### config.mk
export PLATFORM = sky130hd
export DESIGN_NAME = servo_smoothstep_motion_profiler
export DESIGN_NICKNAME = d
export VERILOG_FILES = /design/src/hdl/ssmp_pkg.sv /design/src/hdl/servo_smoothstep_motion_profiler.sv /design/src/hdl/ssmp_div.sv /design/src/hdl/ssmp_dp.sv /design/src/hdl/ssmp_ctrl.sv
export SDC_FILE = /design/constraint.sdc
export NUM_CORES = 2
export LEC_CHECK = 0
export BUFFER_PORTS_ARGS = -buffer_cell sky130_fd_sc_hd__buf_2
export CELL_PAD_IN_SITES_DETAIL_PLACEMENT = 1
export CELL_PAD_IN_SITES_GLOBAL_PLACEMENT = 1
export CORE_MARGIN = 1
export CORE_UTILIZATION = 51
export DETAILED_ROUTE_END_ITERATION = 6
export GPL_ROUTABILITY_DRIVEN = 1
export GPL_TIMING_DRIVEN = 0
export PLACE_DENSITY_LB_ADDON = 0.08
export SLEW_MARGIN = 20
export SYNTH_ARGS = -nofsm -noshare
export SYNTH_HDL_FRONTEND = slang
export SYNTH_SLANG_ARGS = --single-unit
export TNS_END_PERCENT = 5
### constraint.sdc
create_clock -name clk -period 17.2 [get_ports clk]
set_input_delay 3.44 -clock clk [delete_from_list [all_inputs] [get_ports clk]]
set_output_delay 3.44 -clock clk [all_outputs]
set_load 0.03 [all_outputs]
### src/hdl/ssmp_pkg.sv
// Package with the shared constants, types and control structures of the motion profiler.
`timescale 1ns / 1ps

package ssmp_pkg;

    localparam int NUM_CHANNELS = 4;
    localparam int CH_W         = 2;
    localparam int FX_W         = 20;
    localparam int DUR_W        = 20;
    localparam int DIV_W        = 36;
    localparam int DIV_STEPS    = DIV_W;
    localparam int DIV_CNT_W    = 6;

    localparam logic [11:0]      PULSE_MIN_RST  = 12'd150;
    localparam logic [11:0]      PULSE_MAX_RST  = 12'd600;
    localparam logic [DUR_W-1:0] DURATION_RST   = 20'd4000;
    localparam logic [12:0]      ANGLE_OFFSET   = 13'd900;
    localparam logic [19:0]      EASE_THREE     = 20'd196608;
    localparam int               DUR_TOLERANCE  = 50;

    // The angle map divides 32 times the product by 225 as a multiply by ceil(2^36 / 225)
    // followed by a 36-bit shift, which is exact for numerators below 2^28. Adding 224 first
    // turns the floor into a ceiling for negative products.
    localparam logic [27:0]      MAP_ROUND      = 28'd224;
    localparam logic [31:0]      MAP_RECIP      = 32'd305419897;

    localparam logic REG_PULSE_MIN = 1'b0;
    localparam logic REG_PULSE_MAX = 1'b1;

    localparam logic KIND_SET  = 1'b0;
    localparam logic KIND_TICK = 1'b1;

    typedef enum logic [3:0] {
        ST_IDLE,
        ST_DECODE,
        ST_SET_MUL,
        ST_SET_RECIP,
        ST_SET_COMMIT,
        ST_TICK_CHECK,
        ST_TICK_WAIT,
        ST_TICK_SQ,
        ST_TICK_EASE,
        ST_TICK_DELTA,
        ST_TICK_UPD,
        ST_EMIT
    } state_t;

    typedef enum logic [2:0] {
        MUL_NONE,
        MUL_MAP,
        MUL_RECIP,
        MUL_SQ,
        MUL_EASE,
        MUL_DELTA
    } mul_op_t;

    typedef struct packed {
        logic     load_in;
        mul_op_t  mul_op;
        logic     div_start;
        logic     set_commit;
        logic     tick_finish;
        logic     tick_update;
        logic     out_load;
        logic     idx_inc;
    } dp_cmd_t;

    typedef struct packed {
        logic is_tick;
        logic set_apply;
        logic div_done;
        logic ch_moving;
        logic ch_finish;
        logic idx_last;
        logic out_free;
    } dp_status_t;

endpackage

### src/hdl/servo_smoothstep_motion_profiler.sv
// Top level of the four-channel smoothstep servo motion profiler.
// The block takes one item at a time. A set item is decoded and then either ignored or
// applied by a map multiply, a reciprocal multiply and a commit, the two multiplies on the
// shared multiplier that maps the angle into the pulse range (the division by a constant is
// a multiply by its reciprocal). A tick item walks the channels in order: an idle channel is
// only checked, a channel whose move ends is checked and its result transferred, and a channel
// mid-move takes a setup step, 36 divider steps for the progress, three multiplies on the
// shared multiplier, an update and the output transfer. A result waits in an output register;
// the walk stalls only when that register is still full.
`timescale 1ns / 1ps

module servo_smoothstep_motion_profiler
    import ssmp_pkg::*;
(
    input  logic        clk,
    input  logic        rst_n,
    input  logic        s_tvalid,
    output logic        s_tready,
    // [1:0] channel, [12:2] angle_tenths, [32:13] duration_ms, [64:33] now_ms, rest zero
    input  logic [71:0] s_tdata,
    // [0] kind
    input  logic        s_tuser,
    output logic        m_tvalid,
    input  logic        m_tready,
    // [1:0] out_channel, [13:2] pulse_count, [14] move_done, [15] zero
    output logic [15:0] m_tdata,
    output logic        m_tlast,
    input  logic        psel,
    input  logic        penable,
    input  logic        pwrite,
    input  logic [2:0]  paddr,
    input  logic [31:0] pwdata,
    output logic [31:0] prdata,
    output logic        pready
);

    logic [11:0] pulse_min_reg;
    logic [11:0] pulse_max_reg;
    logic        cfg_wr;
    dp_cmd_t     cmd;
    dp_status_t  status;

    assign pready = 1'b1;
    assign cfg_wr = psel && penable && pwrite && pready;

    always_ff @(posedge clk or negedge rst_n)
    begin
        if (!rst_n)
        begin
            pulse_min_reg <= PULSE_MIN_RST;
            pulse_max_reg <= PULSE_MAX_RST;
        end
        else if (cfg_wr)
        begin
            if (paddr[2] == REG_PULSE_MIN)
            begin
                pulse_min_reg <= pwdata[11:0];
            end
            else
            begin
                pulse_max_reg <= pwdata[11:0];
            end
        end
    end

    assign prdata = (paddr[2] == REG_PULSE_MIN) ? 32'(pulse_min_reg) : 32'(pulse_max_reg);

    ssmp_ctrl u_ctrl (
        .clk      (clk),
        .rst_n    (rst_n),
        .s_tvalid (s_tvalid),
        .s_tready (s_tready),
        .status   (status),
        .cmd      (cmd)
    );

    ssmp_dp u_dp (
        .clk       (clk),
        .rst_n     (rst_n),
        .cmd       (cmd),
        .status    (status),
        .pulse_min (pulse_min_reg),
        .pulse_max (pulse_max_reg),
        .s_tdata   (s_tdata),
        .s_tuser   (s_tuser),
        .m_tvalid  (m_tvalid),
        .m_tready  (m_tready),
        .m_tdata   (m_tdata),
        .m_tlast   (m_tlast)
    );

endmodule

### src/hdl/ssmp_div.sv
// Restoring divider that produces one quotient bit per cycle.
`timescale 1ns / 1ps

module ssmp_div
    import ssmp_pkg::*;
(
    input  logic             clk,
    input  logic             rst_n,
    input  logic             start,
    input  logic [DIV_W-1:0] dividend,
    input  logic [DUR_W-1:0] divisor,
    output logic             done,
    output logic [DIV_W-1:0] quotient
);

    logic [DIV_W-1:0]     quo_reg, quo_next;
    logic [DUR_W-1:0]     rem_reg, rem_next;
    logic [DUR_W-1:0]     dsr_reg, dsr_next;
    logic [DIV_CNT_W-1:0] cnt_reg, cnt_next;
    logic                 busy_reg, busy_next;
    logic                 done_reg, done_next;
    logic [DUR_W:0]       trial;
    logic [DUR_W:0]       diff;
    logic                 ge;

    always_comb
    begin
        trial = {rem_reg, quo_reg[DIV_W-1]};
        ge    = trial >= {1'b0, dsr_reg};
        diff  = trial - {1'b0, dsr_reg};

        quo_next  = quo_reg;
        rem_next  = rem_reg;
        dsr_next  = dsr_reg;
        cnt_next  = cnt_reg;
        busy_next = busy_reg;
        done_next = done_reg;
        if (start)
        begin
            quo_next  = dividend;
            rem_next  = '0;
            dsr_next  = divisor;
            cnt_next  = '0;
            busy_next = 1'b1;
            done_next = 1'b0;
        end
        else if (busy_reg)
        begin
            quo_next = {quo_reg[DIV_W-2:0], ge};
            rem_next = ge ? diff[DUR_W-1:0] : trial[DUR_W-1:0];
            cnt_next = cnt_reg + 1'b1;
            if (cnt_reg == DIV_CNT_W'(DIV_STEPS - 1))
            begin
                busy_next = 1'b0;
                done_next = 1'b1;
            end
        end
    end

    always_ff @(posedge clk or negedge rst_n)
    begin
        if (!rst_n)
        begin
            cnt_reg  <= '0;
            busy_reg <= 1'b0;
            done_reg <= 1'b0;
        end
        else
        begin
            cnt_reg  <= cnt_next;
            busy_reg <= busy_next;
            done_reg <= done_next;
        end
    end

    always_ff @(posedge clk)
    begin
        quo_reg <= quo_next;
        rem_reg <= rem_next;
        dsr_reg <= dsr_next;
    end

    assign done     = done_reg;
    assign quotient = quo_reg;

endmodule

### src/hdl/ssmp_dp.sv
// Datapath: channel state, input and output registers, shared multiplier and divider.
`timescale 1ns / 1ps

module ssmp_dp
    import ssmp_pkg::*;
(
    input  logic        clk,
    input  logic        rst_n,
    input  dp_cmd_t     cmd,
    output dp_status_t  status,
    input  logic [11:0] pulse_min,
    input  logic [11:0] pulse_max,
    input  logic [71:0] s_tdata,
    input  logic        s_tuser,
    output logic        m_tvalid,
    input  logic        m_tready,
    output logic [15:0] m_tdata,
    output logic        m_tlast
);

    logic              kind_reg;
    logic [CH_W-1:0]   ch_reg;
    logic [10:0]       ang_reg;
    logic [DUR_W-1:0]  dur_reg;
    logic [31:0]       now_reg;
    logic [CH_W-1:0]   idx_reg, idx_next;

    logic [10:0]       st_angle_reg  [NUM_CHANNELS];
    logic [DUR_W-1:0]  st_dur_reg    [NUM_CHANNELS];
    logic [31:0]       st_time_reg   [NUM_CHANNELS];
    logic [FX_W-1:0]   start_fx_reg  [NUM_CHANNELS];
    logic [FX_W-1:0]   target_fx_reg [NUM_CHANNELS];
    logic [FX_W-1:0]   cur_fx_reg    [NUM_CHANNELS];
    logic [NUM_CHANNELS-1:0] moving_reg;

    logic [63:0]       mul_reg;
    logic              neg_reg;
    logic              done_flag_reg;
    logic              m_tvalid_reg, m_tvalid_next;
    logic [15:0]       m_tdata_reg;
    logic              m_tlast_reg;

    logic [31:0]       mul_a;
    logic [31:0]       mul_b;
    logic [DIV_W-1:0]  div_dividend;
    logic [DUR_W-1:0]  div_divisor;
    logic              div_done;
    logic [DIV_W-1:0]  div_q;

    logic signed [12:0] ang_ofs;
    logic signed [13:0] span;
    logic [11:0]        ang_abs;
    logic [11:0]        span_abs;
    logic [27:0]        map_num;
    logic [20:0]        map_q;
    logic signed [33:0] fq;
    logic signed [33:0] lo_s;
    logic signed [33:0] hi_s;
    logic signed [33:0] x_s;
    logic [FX_W-1:0]    map_fx;
    logic signed [DUR_W:0] dd;
    logic [31:0]        elapsed;
    logic [15:0]        prog;
    logic signed [FX_W:0] dlt;
    logic [FX_W-1:0]    dlt_abs;
    logic [FX_W-1:0]    step_fx;
    logic [FX_W-1:0]    upd_fx;
    logic               later_moving;

    ssmp_div u_div (
        .clk      (clk),
        .rst_n    (rst_n),
        .start    (cmd.div_start),
        .dividend (div_dividend),
        .divisor  (div_divisor),
        .done     (div_done),
        .quotient (div_q)
    );

    always_comb
    begin
        ang_ofs  = 13'(signed'(ang_reg)) + signed'(ANGLE_OFFSET);
        span     = signed'({2'b00, pulse_max}) - signed'({2'b00, pulse_min});
        ang_abs  = ang_ofs[12] ? 12'(-ang_ofs) : ang_ofs[11:0];
        span_abs = span[13] ? 12'(-span) : span[11:0];

        map_num = {mul_reg[22:0], 5'b00000} + (neg_reg ? MAP_ROUND : 28'd0);
        map_q   = mul_reg[56:36];

        fq   = neg_reg ? -34'(map_q) : 34'(map_q);
        lo_s = signed'(34'({pulse_min, 8'h00}));
        hi_s = signed'(34'({pulse_max, 8'h00}));
        x_s  = lo_s + fq;
        if (x_s < lo_s)
        begin
            map_fx = lo_s[FX_W-1:0];
        end
        else if (x_s > hi_s)
        begin
            map_fx = hi_s[FX_W-1:0];
        end
        else
        begin
            map_fx = x_s[FX_W-1:0];
        end

        dd = signed'({1'b0, st_dur_reg[ch_reg]}) - signed'({1'b0, dur_reg});

        elapsed = now_reg - st_time_reg[idx_reg];
        prog    = div_q[15:0];

        dlt     = signed'({1'b0, target_fx_reg[idx_reg]})
                  - signed'({1'b0, start_fx_reg[idx_reg]});
        dlt_abs = dlt[FX_W] ? FX_W'(-dlt) : dlt[FX_W-1:0];
        step_fx = mul_reg[35:16];
        upd_fx  = dlt[FX_W] ? start_fx_reg[idx_reg] - step_fx
                            : start_fx_reg[idx_reg] + step_fx;

        later_moving = 1'b0;
        for (int j = 0; j < NUM_CHANNELS; j++)
        begin
            if (j > int'(idx_reg) && moving_reg[j])
            begin
                later_moving = 1'b1;
            end
        end

        unique case (cmd.mul_op)
            MUL_MAP:
            begin
                mul_a = 32'(ang_abs);
                mul_b = 32'(span_abs);
            end
            MUL_RECIP:
            begin
                mul_a = 32'(map_num);
                mul_b = MAP_RECIP;
            end
            MUL_SQ:
            begin
                mul_a = 32'(prog);
                mul_b = 32'(prog);
            end
            MUL_EASE:
            begin
                mul_a = mul_reg[31:0];
                mul_b = 32'(EASE_THREE - 20'({prog, 1'b0}));
            end
            MUL_DELTA:
            begin
                mul_a = 32'(dlt_abs);
                mul_b = 32'(mul_reg[47:32]);
            end
            default:
            begin
                mul_a = '0;
                mul_b = '0;
            end
        endcase

        div_dividend = DIV_W'({elapsed[DUR_W-1:0], 16'h0000});
        div_divisor  = st_dur_reg[idx_reg];

        idx_next = idx_reg;
        if (cmd.load_in)
        begin
            idx_next = '0;
        end
        else if (cmd.idx_inc)
        begin
            idx_next = idx_reg + 1'b1;
        end

        m_tvalid_next = m_tvalid_reg;
        if (cmd.out_load)
        begin
            m_tvalid_next = 1'b1;
        end
        else if (m_tready)
        begin
            m_tvalid_next = 1'b0;
        end
    end

    always_ff @(posedge clk)
    begin
        if (cmd.load_in)
        begin
            kind_reg <= s_tuser;
            ch_reg   <= s_tdata[1:0];
            ang_reg  <= s_tdata[12:2];
            dur_reg  <= s_tdata[32:13];
            now_reg  <= s_tdata[64:33];
        end
        if (cmd.mul_op != MUL_NONE)
        begin
            mul_reg <= {32'd0, mul_a} * {32'd0, mul_b};
        end
        if (cmd.mul_op == MUL_MAP)
        begin
            neg_reg <= ang_ofs[12] ^ span[13];
        end
        if (cmd.out_load)
        begin
            m_tdata_reg <= {1'b0, done_flag_reg, cur_fx_reg[idx_reg][FX_W-1:8], idx_reg};
            m_tlast_reg <= !later_moving;
        end
        if (cmd.tick_finish)
        begin
            done_flag_reg <= 1'b1;
        end
        else if (cmd.tick_update)
        begin
            done_flag_reg <= 1'b0;
        end
    end

    always_ff @(posedge clk or negedge rst_n)
    begin
        if (!rst_n)
        begin
            idx_reg      <= '0;
            moving_reg   <= '0;
            m_tvalid_reg <= 1'b0;
            for (int i = 0; i < NUM_CHANNELS; i++)
            begin
                st_angle_reg[i]  <= '0;
                st_dur_reg[i]    <= DURATION_RST;
                st_time_reg[i]   <= '0;
                start_fx_reg[i]  <= '0;
                target_fx_reg[i] <= '0;
                cur_fx_reg[i]    <= '0;
            end
        end
        else
        begin
            idx_reg      <= idx_next;
            m_tvalid_reg <= m_tvalid_next;
            if (cmd.set_commit)
            begin
                start_fx_reg[ch_reg]  <= cur_fx_reg[ch_reg];
                target_fx_reg[ch_reg] <= map_fx;
                st_angle_reg[ch_reg]  <= ang_reg;
                st_dur_reg[ch_reg]    <= dur_reg;
                st_time_reg[ch_reg]   <= now_reg;
                moving_reg[ch_reg]    <= 1'b1;
            end
            if (cmd.tick_finish)
            begin
                cur_fx_reg[idx_reg] <= target_fx_reg[idx_reg];
                moving_reg[idx_reg] <= 1'b0;
            end
            else if (cmd.tick_update)
            begin
                cur_fx_reg[idx_reg] <= upd_fx;
            end
        end
    end

    always_comb
    begin
        status.is_tick   = kind_reg == KIND_TICK;
        status.set_apply = (int'(ch_reg) < NUM_CHANNELS)
                           && !((ang_reg == st_angle_reg[ch_reg])
                                && (dd > -(DUR_TOLERANCE)) && (dd < DUR_TOLERANCE));
        status.div_done  = div_done;
        status.ch_moving = moving_reg[idx_reg];
        status.ch_finish = (st_dur_reg[idx_reg] == '0) || (elapsed >= 32'(st_dur_reg[idx_reg]));
        status.idx_last  = idx_reg == CH_W'(NUM_CHANNELS - 1);
        status.out_free  = !m_tvalid_reg || m_tready;
    end

    assign m_tvalid = m_tvalid_reg;
    assign m_tdata  = m_tdata_reg;
    assign m_tlast  = m_tlast_reg;

endmodule

### src/hdl/ssmp_ctrl.sv
// Controller state machine that sequences set items and channel walks of tick items.
`timescale 1ns / 1ps

module ssmp_ctrl
    import ssmp_pkg::*;
(
    input  logic       clk,
    input  logic       rst_n,
    input  logic       s_tvalid,
    output logic       s_tready,
    input  dp_status_t status,
    output dp_cmd_t    cmd
);

    state_t state_reg, state_next;

    always_ff @(posedge clk or negedge rst_n)
    begin
        if (!rst_n)
        begin
            state_reg <= ST_IDLE;
        end
        else
        begin
            state_reg <= state_next;
        end
    end

    always_comb
    begin
        state_next = state_reg;
        s_tready   = 1'b0;
        cmd        = '{load_in: 1'b0, mul_op: MUL_NONE, div_start: 1'b0,
                       set_commit: 1'b0, tick_finish: 1'b0, tick_update: 1'b0,
                       out_load: 1'b0, idx_inc: 1'b0};
        unique case (state_reg)
            ST_IDLE:
            begin
                s_tready = 1'b1;
                if (s_tvalid)
                begin
                    cmd.load_in = 1'b1;
                    state_next  = ST_DECODE;
                end
            end
            ST_DECODE:
            begin
                priority if (status.is_tick)
                begin
                    state_next = ST_TICK_CHECK;
                end
                else if (status.set_apply)
                begin
                    state_next = ST_SET_MUL;
                end
                else
                begin
                    state_next = ST_IDLE;
                end
            end
            ST_SET_MUL:
            begin
                cmd.mul_op = MUL_MAP;
                state_next = ST_SET_RECIP;
            end
            ST_SET_RECIP:
            begin
                cmd.mul_op = MUL_RECIP;
                state_next = ST_SET_COMMIT;
            end
            ST_SET_COMMIT:
            begin
                cmd.set_commit = 1'b1;
                state_next     = ST_IDLE;
            end
            ST_TICK_CHECK:
            begin
                priority if (!status.ch_moving)
                begin
                    if (status.idx_last)
                    begin
                        state_next = ST_IDLE;
                    end
                    else
                    begin
                        cmd.idx_inc = 1'b1;
                    end
                end
                else if (status.ch_finish)
                begin
                    cmd.tick_finish = 1'b1;
                    state_next      = ST_EMIT;
                end
                else
                begin
                    cmd.div_start = 1'b1;
                    state_next    = ST_TICK_WAIT;
                end
            end
            ST_TICK_WAIT:
            begin
                if (status.div_done)
                begin
                    state_next = ST_TICK_SQ;
                end
            end
            ST_TICK_SQ:
            begin
                cmd.mul_op = MUL_SQ;
                state_next = ST_TICK_EASE;
            end
            ST_TICK_EASE:
            begin
                cmd.mul_op = MUL_EASE;
                state_next = ST_TICK_DELTA;
            end
            ST_TICK_DELTA:
            begin
                cmd.mul_op = MUL_DELTA;
                state_next = ST_TICK_UPD;
            end
            ST_TICK_UPD:
            begin
                cmd.tick_update = 1'b1;
                state_next      = ST_EMIT;
            end
            ST_EMIT:
            begin
                if (status.out_free)
                begin
                    cmd.out_load = 1'b1;
                    if (status.idx_last)
                    begin
                        state_next = ST_IDLE;
                    end
                    else
                    begin
                        cmd.idx_inc = 1'b1;
                        state_next  = ST_TICK_CHECK;
                    end
                end
            end
            default:
            begin
                state_next = ST_IDLE;
            end
        endcase
    end

endmodule

==> flow_summary.ini <==
[detailed_routing]
ant_nets = 0
wl_per_cell_um = 26.9
drc = 2
first_iter_violations = 3920
dr.pass1.iters = 7
vias = 55350
viasPerCell = 5.99
routed_wl_mm = 248

[run]
maxCapViolations = 0

[clocking]
cts_max_level = 3
cts_num_sinks = 752
clockBufferDepth = 3
cts_tree = yes
clk_pin_slew_ps = 60
clock_latency_ps = 690
cts_buffers = 81
cts_root_buf = clkbuf_16

[placed_design]
placedCellCount = 9087
dp_hpwl_mm = 197
gp_congestion = 0.997
pre_cts_ws_ps = -360
port_buffers = 115

[floorplanning]
fp.dieH_um = 366
die_x_um = 366
ios = 167
dieArea_um2 = 134000
core_um2 = 131000
rows = 133
start_util_pct = 51.4

[timing]
finalSetupTns_ps = 0
rsz0062_at_grt = no
finalSetupViolations = 0
finalClockSkew_ps = 31.1
finalWorstSetupSlack_ps = 609
worst_slew_pin_slew_ps = 1220
max_freq_mhz = 60.3
period_minus_slack_ps = 16590
period_share_pct = 96.5
report.final.slew_viol_count = 0
slew_headroom_pct = 18.5
hold_viol = 0

[status]
violations = DRC
status = finished with violations

[finish]
final_cells = 9239
post-route-util_pct = 56.2
final_layout_size_suffix_gt1_share_pct = 8.23
area_delta_synth_final_pct = 9.41
largest_register_ffs = 128
final_nets = 8669
fillers = 14920

[worst_setup_path]
critPathSlowestCell = clkbuf_1
critPathKind = reg -> reg
cp_max_fo = 19
cp-end-kind = register
worstSetupStartpointType = register
crit_top_cell = fa_1
path_buf_inv = 12
cp.arrival_ps = 17020
critPathTopFamily = adder cells
slowest_delay_ps = 900
required_ps = 17630

[power_and_ir_drop]
p_total_w = 0.0164
ir_drop_mv = 0.170
p_per_area_nw_per_um2 = 222
leakage_nw = 35.5

[global_route]
grt_max_degree = 100
antenna_found_initial = 7
grt_pass1_vias = 60073
grt_pass1_wl_mm = 375
grtUsageTotal_pct = 37.9
overflow = 0

[synthesis]
async_flop_share_pct = 71.1
yosysWarnings = 0
syn_inst = 7128
ys_seq_area_share_pct = 29.0
synth_flop_cell = dfrtp_1
synth_edf_count = 180
ys_ff_latch = 752
netlist_area_um2 = 67400
yosysUniqueCellTypes = 102
synth_area_per_cell_um2 = 9.46

[min_path]
hold_class = reg -> reg
==> synthesized netlist by cell type (47+ instances only) <==
library cell	instances	area, um2
clkbuf_1	270	1010
nand4b_1	47	412
edfxtp_1	180	5410
fa_1	625	12500
nand2_1	1373	5150
a21oi_1	198	991
nor2b_1	48	300
dfrtp_1	503	12600
nor2_1	381	1430
nand4_1	48	300
nand3_1	60	300
xnor2_1	182	1590
a21o_1	85	638
inv_1	1056	3960
and2_1	87	544
o21ai_0	259	1300
nor3_1	68	340
ha_1	516	6460
mux4_2	136	3060
a2bb2oi_1	69	604
xor2_1	92	806
==> placed cells by master, fill, tap and decap left out, types with 23 or more instances in the layout <==
master | netlist | final
a21oi_1 | 198 | 193
a221oi_1 | 25 | 25
nor2b_1 | 48 | 48
dfstp_2 | 32 | 32
o41ai_1 | 23 | 23
xnor2_1 | 182 | 182
a2bb2oi_1 | 69 | 69
dfrtp_1 | 503 | 503
edfxtp_1 | 180 | 180
mux2i_1 | 40 | 40
dfxtp_1 | 37 | 37
o21ai_0 | 259 | 257
nand4b_1 | 47 | 47
mux4_2 | 136 | 136
nor3_1 | 68 | 67
nand2_1 | 1373 | 1373
or3_1 | 27 | 27
nand2b_1 | 33 | 33
o31ai_1 | 37 | 37
nand4_1 | 48 | 48
nand3_1 | 60 | 60
a211oi_1 | 29 | 29
o21a_1 | 42 | 42
fa_1 | 625 | 625
buf_1 | 31 | 26
o22ai_1 | 23 | 23
ha_1 | 516 | 516
nor2_1 | 381 | 372
conb_1 | 2 | 67
a221o_1 | 40 | 40
buf_4 | 24 | 27
buf_2 | 35 | 152
a21o_1 | 85 | 85
inv_1 | 1056 | 1056
mux2_2 | 31 | 31
xor2_1 | 92 | 92
clkbuf_16 | 0 | 84
and2_1 | 87 | 86
clkbuf_1 | 270 | 281
a31oi_1 | 25 | 25
==> repair_timing <==
| action | CTS | global route |
|---|---|---|
| endpoints found under the setup margin | 7 | 9 |
| setup buffers | 0 | 0 |
| hold buffers | 0 | 0 |
| gates resized for setup | 2 | 5 |
==> cells by family (layout without fill, tap and decap cells) <==
| family | count (synthesis) | count (layout) | synth area share [%] |
|---|---|---|---|
| multiplexers | 207 | 207 | 5.65 |
| adder cells (fa/ha/maj) | 1141 | 1141 | 28.1 |
| AO/OA/AOI/OAI | 1063 | 1063 | 10.9 |
| AND/OR/NAND/NOR | 2270 | 2270 | 14.6 |
| buffers and inverters | 1419 | 1707 | 8.12 |
| other | 2 | 70 | 0.0111 |
| XOR/XNOR | 274 | 274 | 3.56 |
| flip-flops | 752 | 752 | 29.0 |
==> cell type report <==
type / instances / area (um2) / area share [%]
diodes: 3 / 7.51 / 0.0102
plain buffers: 360 / 1520 / 2.05
clock buffers: 116 / 2340 / 3.17
clock inverters: 35 / 409 / 0.554
inverters: 1057 / 3970 / 5.38
multi-input cells: 5022 / 42800 / 58.0
flip-flops and latches: 752 / 19600 / 26.5
well taps: 1755 / 2200 / 2.98
repair buffers: 139 / 991 / 1.34
==> worst paths after layout <==
path / from / to / slack [ps] / depth (start not counted)
setup / recovery: u_dp.idx_reg[1] / u_dp.mul_reg[50] / 610 / 48
hold / removal: u_dp.st_time_reg[14] / u_dp.st_time_reg[14] / 470 / 2
setup reg to reg: u_dp.idx_reg[1] / u_dp.mul_reg[50] / 610 / 48
hold reg to reg: u_dp.st_time_reg[14] / u_dp.st_time_reg[14] / 470 / 2
max in group asynchronous: rst_n / u_dp.start_fx_reg[5] / 12620 / 4
min in group asynchronous: rst_n / u_dp.st_dur_reg[73] / 2790 / 1
==> per-stage QoR <==
stage          instance area, um2  hold slack (ps)
5_1_grt                     73800              483
3_3_place_gp                70500              450
2_1_floorplan               67700              408
3_5_place_dp                71000              461
6_report                    73800              473
4_1_cts                     73800              476
==> layer usage <==
metal / up-vias / global-route usage (%) / part of all wire [%]
met5: - / 0 / 0.0028
met4: 2 / 26.4 / 8.1
met3: 706 / 4.91 / 5.6
met2: 1939 / 64.2 / 49
met1: 28665 / 44.8 / 38
li1: 24038 / - / -
==> power breakdown <==
part	total [W]	switching (W)	leakage (nW)	internal, W
Combinational	0.0114	0.00732	25.3	0.00407
Clock	0.00185	0.000786	1.36	0.00106
Sequential	0.00313	0.000519	8.89	0.00261
==> worst reg2reg max path: cells and delay by family (launching register included) <==
family / cells / cell delay (ps)
simple gates: 3 / 630
flops: 1 / 420
mux: 1 / 410
fa+ha+maj: 11 / 5310
xor+xnor: 2 / 520
buf+inv: 12 / 4080
compound gates: 19 / 4950
Note: power is estimated with default switching activity, not from simulation.
